File: src/rtl/u8d_pkg.sv
`default_nettype none

package u8d_pkg;

  // Result status codes.
  localparam logic [1:0] ST_OK       = 2'd0;
  localparam logic [1:0] ST_BAD_LEAD = 2'd1;
  localparam logic [1:0] ST_BAD_SEQ  = 2'd2;
  localparam logic [1:0] ST_NOT_UCS2 = 2'd3;

  // Configuration register indexes.
  localparam logic REG_UCS2_MODE  = 1'b0;
  localparam logic REG_CHAR_LIMIT = 1'b1;

  localparam logic [31:0] CHAR_LIMIT_RESET = 32'hFFFF_FFFF;

  typedef struct packed {
    logic [2:0]  bytes_left;
    logic [30:0] value_acc;
    logic [7:0]  lead_byte;
    logic [7:0]  first_follow;
    logic        follow_ok;
    logic [31:0] chars_done;
    logic        stopped;
  } u8d_state_t;

  // Decode state after reset: everything clear except follow_ok.
  localparam u8d_state_t STATE_RESET =
    u8d_state_t'({3'd0, 31'd0, 8'd0, 8'd0, 1'b1, 32'd0, 1'b0});

  typedef struct packed {
    logic        valid;
    logic [30:0] code_point;
    logic [1:0]  status;
  } u8d_result_t;

  // Continuation bytes called for by a valid lead byte.
  function automatic logic [2:0] follow_count(input logic [7:0] lead);
    logic [2:0] n;
    if (lead < 8'hE0)      n = 3'd1;
    else if (lead < 8'hF0) n = 3'd2;
    else if (lead < 8'hF8) n = 3'd3;
    else if (lead < 8'hFC) n = 3'd4;
    else                   n = 3'd5;
    return n;
  endfunction

  function automatic logic [7:0] lead_mask(input logic [2:0] n);
    logic [7:0] m;
    unique case (n)
      3'd1:    m = 8'h1F;
      3'd2:    m = 8'h0F;
      3'd3:    m = 8'h07;
      3'd4:    m = 8'h03;
      default: m = 8'h01;
    endcase
    return m;
  endfunction

  function automatic logic not_overlong(input logic [7:0] lead, input logic [7:0] first);
    logic ok;
    unique case (lead)
      8'hE0:   ok = (first >= 8'hA0);
      8'hF0:   ok = (first >= 8'h90);
      8'hF8:   ok = (first >= 8'h88);
      8'hFC:   ok = (first >= 8'h84);
      default: ok = 1'b1;
    endcase
    return ok;
  endfunction

endpackage

`default_nettype wire

File: src/rtl/u8d_step.sv
`default_nettype none

module u8d_step (
  input  u8d_pkg::u8d_state_t  state,
  input  logic [7:0]           in_byte,
  input  logic                 ucs2_mode,
  input  logic [31:0]          char_limit,
  output u8d_pkg::u8d_state_t  state_next,
  output u8d_pkg::u8d_result_t result
);
  import u8d_pkg::*;

  logic        do_emit;
  logic        do_err;
  logic [1:0]  err_code;
  logic [30:0] emit_cp;
  logic [30:0] acc_shift;
  logic [2:0]  left_dec;
  logic        follow_ok_now;
  logic [7:0]  first_now;
  logic [2:0]  n_lead;
  logic [31:0] done_inc;

  assign n_lead    = follow_count(in_byte);
  assign acc_shift = {state.value_acc[24:0], in_byte[5:0]};
  assign left_dec  = state.bytes_left - 3'd1;
  assign first_now = (state.bytes_left == follow_count(state.lead_byte)) ?
                     in_byte : state.first_follow;
  assign follow_ok_now = state.follow_ok & (in_byte[7:6] == 2'b10);
  assign done_inc  = state.chars_done + 32'd1;

  always_comb begin
    state_next = state;
    do_emit    = 1'b0;
    do_err     = 1'b0;
    err_code   = ST_OK;
    emit_cp    = '0;
    result     = '0;

    if (state.stopped) begin
      // drop the byte
    end else if (state.chars_done >= char_limit) begin
      state_next.stopped = 1'b1;
    end else if (state.bytes_left == 3'd0) begin
      if (in_byte < 8'h80) begin
        do_emit = 1'b1;
        emit_cp = {23'd0, in_byte};
      end else if (in_byte < 8'hC2 || in_byte >= 8'hFE) begin
        do_err   = 1'b1;
        err_code = ST_BAD_LEAD;
      end else begin
        state_next.lead_byte    = in_byte;
        state_next.value_acc    = {23'd0, in_byte & lead_mask(n_lead)};
        state_next.first_follow = 8'd0;
        state_next.follow_ok    = 1'b1;
        state_next.bytes_left   = n_lead;
      end
    end else begin
      state_next.first_follow = first_now;
      state_next.follow_ok    = follow_ok_now;
      state_next.value_acc    = acc_shift;
      state_next.bytes_left   = left_dec;
      if (left_dec == 3'd0) begin
        state_next.follow_ok = 1'b1;
        if (!follow_ok_now || !not_overlong(state.lead_byte, first_now)) begin
          do_err   = 1'b1;
          err_code = ST_BAD_SEQ;
        end else begin
          do_emit = 1'b1;
          emit_cp = acc_shift;
        end
      end
    end

    // UCS-2 range check on an emitted character
    if (do_emit && ucs2_mode &&
        (emit_cp >= 31'h10000 || (emit_cp >= 31'hD800 && emit_cp < 31'hE000))) begin
      do_emit  = 1'b0;
      do_err   = 1'b1;
      err_code = ST_NOT_UCS2;
    end

    if (do_err) begin
      result.valid       = 1'b1;
      result.status      = err_code;
      state_next.stopped = 1'b1;
    end else if (do_emit) begin
      result.valid          = 1'b1;
      result.code_point     = emit_cp;
      result.status         = ST_OK;
      state_next.chars_done = done_inc;
      if (done_inc >= char_limit) state_next.stopped = 1'b1;
    end
  end

endmodule

`default_nettype wire

File: src/rtl/utf8_stream_decoder_core.sv
`default_nettype none

// UTF-8 stream decoder, original six-byte form, code points up to 31 bits.
//
// Input stream (s_*): one raw byte per beat in s_tdata.
// Output stream (m_*): at most one result per input byte. m_tdata carries the
// code point (zero on error), m_tuser the status: ok, bad lead byte, bad or
// overlong sequence, or outside UCS-2 range.
// Config port (cfg_*): index 0 writes ucs2_mode, index 1 writes char_limit.
// Always ready; write only while the block is idle.
//
// A byte accepted into the input register feeds one level of decode logic
// into the output register. Throughput is one byte per clock: a byte advances
// whenever the output register is empty or being drained in the same cycle.
// When the receiver stalls, the output register holds and the input register
// fills; s_tready then drops until m_tready returns.
//
// Reset (rst, synchronous) empties both registers, clears the decode state
// and returns ucs2_mode to 0 and char_limit to all ones. After an error
// result or once char_limit characters are out, bytes are taken and dropped
// until the next reset.

module utf8_stream_decoder_core (
  input  wire logic        clk,
  input  wire logic        rst,
  // byte in: [7:0] in_byte
  input  wire logic        s_tvalid,
  output logic             s_tready,
  input  wire logic [7:0]  s_tdata,
  // result out: tdata [30:0] code_point, [31] zero; tuser [1:0] status
  output logic             m_tvalid,
  input  wire logic        m_tready,
  output logic [31:0]      m_tdata,
  output logic [1:0]       m_tuser,
  // configuration writes
  input  wire logic        cfg_valid,
  output logic             cfg_ready,
  input  wire logic        cfg_index,
  input  wire logic [31:0] cfg_data
);
  import u8d_pkg::*;

  logic        ucs2_mode;
  logic [31:0] char_limit;

  logic        in_valid;
  logic [7:0]  in_byte;
  logic        advance;

  u8d_state_t  state;
  u8d_state_t  state_next;
  u8d_result_t result;

  logic        out_valid;
  logic [30:0] out_cp;
  logic [1:0]  out_status;

  // Move a byte through decode when the output slot is free this cycle.
  assign advance   = in_valid && (!out_valid || m_tready);
  assign s_tready  = !in_valid || advance;
  assign cfg_ready = 1'b1;

  assign m_tvalid = out_valid;
  assign m_tdata  = {1'b0, out_cp};
  assign m_tuser  = out_status;

  u8d_step u_step (
    .state      (state),
    .in_byte    (in_byte),
    .ucs2_mode  (ucs2_mode),
    .char_limit (char_limit),
    .state_next (state_next),
    .result     (result)
  );

  // Config registers.
  always_ff @(posedge clk) begin
    if (rst) begin
      ucs2_mode  <= 1'b0;
      char_limit <= CHAR_LIMIT_RESET;
    end else if (cfg_valid && cfg_ready) begin
      unique case (cfg_index)
        REG_UCS2_MODE:  ucs2_mode  <= cfg_data[0];
        REG_CHAR_LIMIT: char_limit <= cfg_data;
        default:        ;
      endcase
    end
  end

  // Input register: load on accepted beat, empty when the byte is decoded.
  always_ff @(posedge clk) begin
    if (rst) begin
      in_valid <= 1'b0;
    end else if (s_tvalid && s_tready) begin
      in_valid <= 1'b1;
    end else if (advance) begin
      in_valid <= 1'b0;
    end
  end

  always_ff @(posedge clk) begin
    if (s_tvalid && s_tready) in_byte <= s_tdata;
  end

  // Decode state: advance once per decoded byte.
  always_ff @(posedge clk) begin
    if (rst) begin
      state <= STATE_RESET;
    end else if (advance) begin
      state <= state_next;
    end
  end

  // Output register: fill with a result, drain on an accepted beat.
  always_ff @(posedge clk) begin
    if (rst) begin
      out_valid <= 1'b0;
    end else if (advance) begin
      out_valid <= result.valid;
    end else if (m_tready) begin
      out_valid <= 1'b0;
    end
  end

  always_ff @(posedge clk) begin
    if (advance && result.valid) begin
      out_cp     <= result.code_point;
      out_status <= result.status;
    end
  end

  // Error results carry a zero code point.
  a_err_zero_cp: assert property (@(posedge clk) disable iff (rst)
    (m_tvalid && m_tuser != ST_OK) |-> (m_tdata == 32'd0))
    else $error("error result with nonzero code point");

  // Once stopped, stay stopped until reset.
  a_stop_sticky: assert property (@(posedge clk) disable iff (rst)
    state.stopped |=> state.stopped)
    else $error("decoder left stopped state without reset");

  // Never more than five continuation bytes pending.
  a_left_range: assert property (@(posedge clk) disable iff (rst)
    state.bytes_left <= 3'd5)
    else $error("bytes_left out of range");

  // An ok result counts exactly one character.
  a_count_ok: assert property (@(posedge clk) disable iff (rst)
    (advance && result.valid && result.status == ST_OK) |=>
      (state.chars_done == $past(state.chars_done) + 32'd1))
    else $error("character count did not advance on ok result");

  // A stopped block produces no results.
  a_stopped_quiet: assert property (@(posedge clk) disable iff (rst)
    (advance && state.stopped) |-> !result.valid)
    else $error("result produced while stopped");

endmodule

`default_nettype wire
File: config.mk
export PLATFORM = sky130hd
export DESIGN_NAME = utf8_stream_decoder_core
export DESIGN_NICKNAME = d
export VERILOG_FILES = /design/src/rtl/u8d_pkg.sv /design/src/rtl/u8d_step.sv /design/src/rtl/utf8_stream_decoder_core.sv
export SDC_FILE = /design/constraint.sdc
export NUM_CORES = 1
export LEC_CHECK = 0
export ABC_CLOCK_PERIOD_IN_PS = 4700
export BUFFER_PORTS_ARGS = -buffer_cell sky130_fd_sc_hd__buf_2
export CAP_MARGIN = 20
export CORE_MARGIN = 5
export CORE_UTILIZATION = 60
export DETAILED_ROUTE_END_ITERATION = 10
export PLACE_DENSITY = 0.84
export SKIP_LAST_GASP = 1
export SLEW_MARGIN = 20
export SYNTH_ARGS = -nofsm -noshare
export SYNTH_HDL_FRONTEND = slang
export SYNTH_SLANG_ARGS = --single-unit
File: constraint.sdc
create_clock -name clk -period 4.7 [get_ports clk]
set_input_delay 0.47 -clock clk [delete_from_list [all_inputs] [get_ports clk]]
set_output_delay 0.47 -clock clk [all_outputs]
set_load 0.02 [all_outputs]
==> run metrics <==
Max Clock Skew ~0.0065 ns; Mapped Cells between 800 and 900; RSZ-0062 raised after global routing false; Clock Path Buffers 2; Clock Tree Root clkbuf_16; Setup TNS Final 0 ns; CP required between 4 and 5 ns; final routed DRC violation total 0; final hold vios 0; Post-Place Cells 1112; CTS H-tree depth 4; clk sinks about 150; maximum vdd drop about 0.27 mV; Final Non-Filler Cells between 1000 and 1500; Worst-path clk slew roughly 0.060 ns; Final Core Density 68.5%; Skew-Pair Late Insertion Delay approximately 0.43 ns; crit share post-route between 80 and 90%; nets@finish ~1100; final hold slack between 0.2 and 0.25 ns; CTS tree built; total track usage between 20% and 30%; grt ovf 0; Psw 0.788 mW; Syn Nets about 1000; core footprint 13800 um^2; Clk pwr share a little over two fifths; Comb pwr share a little under 10%; Synth async-reset ratio 0%; Hold Buf Count CTS 0; Relative slew margins 34.4%; drt initial violations approximately 590; IO buf count 80; f_max between 200 and 250 MHz; Vias/cell around 5.9; initial antenna violation count 0; Final Critical Period between 4 and 5 ns; Slew @ Worst Pin 0.979 ns; top_reg_cell synth dfxtp_1; Leak approximately 4.1 nW; vias in the first global route 6398; placed inst area between 8000 and 9000 um^2; Post-Place Worst Slack between 0.7 and 0.8 ns; Gates resized, CTS repair 0; Setup Buffers After CTS 0; status finished clean; Die H around 130 um; crit start category register; Die X 128 um; drt total wl between 15000 and 20000 um; Final ANT Viol Nets 0; Post-Syn Area per Cell 9.41 um^2; # rows 43; first-pass GRT wire length 30300 um; worst endpoint data arrival time roughly 4.3 ns; total die area roughly 16000 um^2; Yosys Warn Count 0; HP Class in2reg; Seq. cell area 3450 um^2; Max FO, Critical Path 6; area occupied by multi-input gates between 4000 and 5000 um^2; critical path capture point type register; Placer Congestion approximately 0.9; Ports 83; 1st-pass router iterations 5; fin worst setup slack around 0.69 ns; final instance area 9440 um^2; EDFF count, synth a little over 40; initial core utilization between 60 and 70%; maxcap violations 0; largest net degree at the start of global routing slightly above 80; Internal 2.18 mW; sequential share of power a little under half; Tot Pwr approximately 3.0 mW; via count between 6000 and 7000; layout cell share with drive strength beyond 1 15.4%; max-slew violations 0; Switching Share a little over a quarter; setup violators final 0; Mapped Area about 8400 um^2; post-synthesis sequential area ratio about two fifths; crit path kind reg2reg; n_diodes 0; PD cells approximately 310 nW/um^2; post-DP HPWL about 13000 um; flops & latches, synth 152; Layout fillers ~1100; P&R area growth vs syn 12.5%; wire length per cell roughly 16 um; CTS Buf Count 17; Cell variety after synth 68
==> sequential cells by signal, indices dropped and copies added (netlist names) <==
name        cells
m_tuser         2
char_limit     32
state          76
in_byte         8
in_valid        1
out_cp         31
m_tvalid        1
ucs2_mode       1
==> worst paths after layout <==
check        slack (ns)  depth (start not counted)          to       start
min reg2reg        0.45                          2   state[48]   state[48]
min                0.21                          1  in_byte[6]  s_tdata[6]
max reg2reg        0.69                         14    state[0]    state[1]
max                0.69                         14    state[0]    state[1]
==> layout by cell type, fill, tap and decap left out, types with 7 or more instances in the layout <==
master	synthesis	layout
dfxtp_1	111	111
nor2_1	95	95
buf_2	6	79
ha_1	68	68
nand2_1	48	48
inv_1	46	46
xnor2_1	46	46
edfxtp_1	41	41
and3_1	39	39
a21oi_1	40	39
and2_1	34	34
a211o_1	34	34
o21ai_0	29	29
a22oi_1	26	26
a211oi_1	22	22
nand3_1	17	17
clkbuf_16	0	17
nand4_1	16	16
nor3_1	12	12
xor2_1	9	9
buf_4	2	9
nand2b_1	8	8
mux2i_1	7	7
==> cell usage after synthesis (29+ instances only) <==
| library cell | instances | area (um^2) |
|---|---|---|
| a211o_1 | 34 | 298 |
| nand2_1 | 48 | 180 |
| o21ai_0 | 29 | 145 |
| a21oi_1 | 40 | 200 |
| inv_1 | 46 | 173 |
| and3_1 | 39 | 244 |
| clkbuf_1 | 34 | 128 |
| edfxtp_1 | 41 | 1230 |
| nor2_1 | 95 | 357 |
| and2_1 | 34 | 213 |
| ha_1 | 68 | 851 |
| xnor2_1 | 46 | 403 |
| dfxtp_1 | 111 | 2220 |
==> area by class of cell <==
class                      count  share of cell area, %
timing repair buffer          89                   5.06
clock buffer                  19                   4.59
inverter                      46                   1.83
clock inverter                13                   1.17
tap                          180                   2.39
sequential                   152                   36.6
multi-input combinational    645                   48.4
==> worst max-delay path, stage by stage, from the launching register on <==
cell and delay [ns]:
dfxtp_1 0.43, ha_1 0.25, nand3_2 0.16, nor3_2 0.35, nand4_2 0.27, or4_4 0.60, or2_1 0.28, xnor2_1 0.14
ha_1 0.29, o21ai_0 0.15, a21oi_1 0.07, or4_1 0.47, o31ai_1 0.19, or3_1 0.13, a311oi_1 0.08
==> routing by layer <==
metal / track usage, % / wire length (um)
met3: 5.38 / 1150
met5: 0 / 0
met2: 37.2 / 8660
met4: 9.55 / 428
met1: 28.8 / 7960
==> power groups by stage <==
stage / Combinational (mW) / Clock [mW] / Sequential, mW
2_1_floorplan: 0.192 / 0 / 1.46
3_3_place_gp: 0.284 / 0 / 1.45
3_5_place_dp: 0.289 / 0 / 1.45
4_1_cts: 0.293 / 1.28 / 1.43
5_1_grt: 0.325 / 1.34 / 1.43
6_report: 0.293 / 1.25 / 1.43
==> kinds of logic (layout without fill, tap and decap cells) <==
family	Yosys count	count (layout)	synth area share, %
other	2	2	0.0895
buffers and inverters	95	167	4.52
muxes	11	11	1.37
DFF	152	152	41.2
xor gates and xnor gates	55	55	5.74
and+or+nand+nor	311	311	19.4
adders and majority gates	68	68	10.1
AOI/OAI and AO/OA	198	198	17.6
Note: power is estimated with default switching activity, not from simulation.
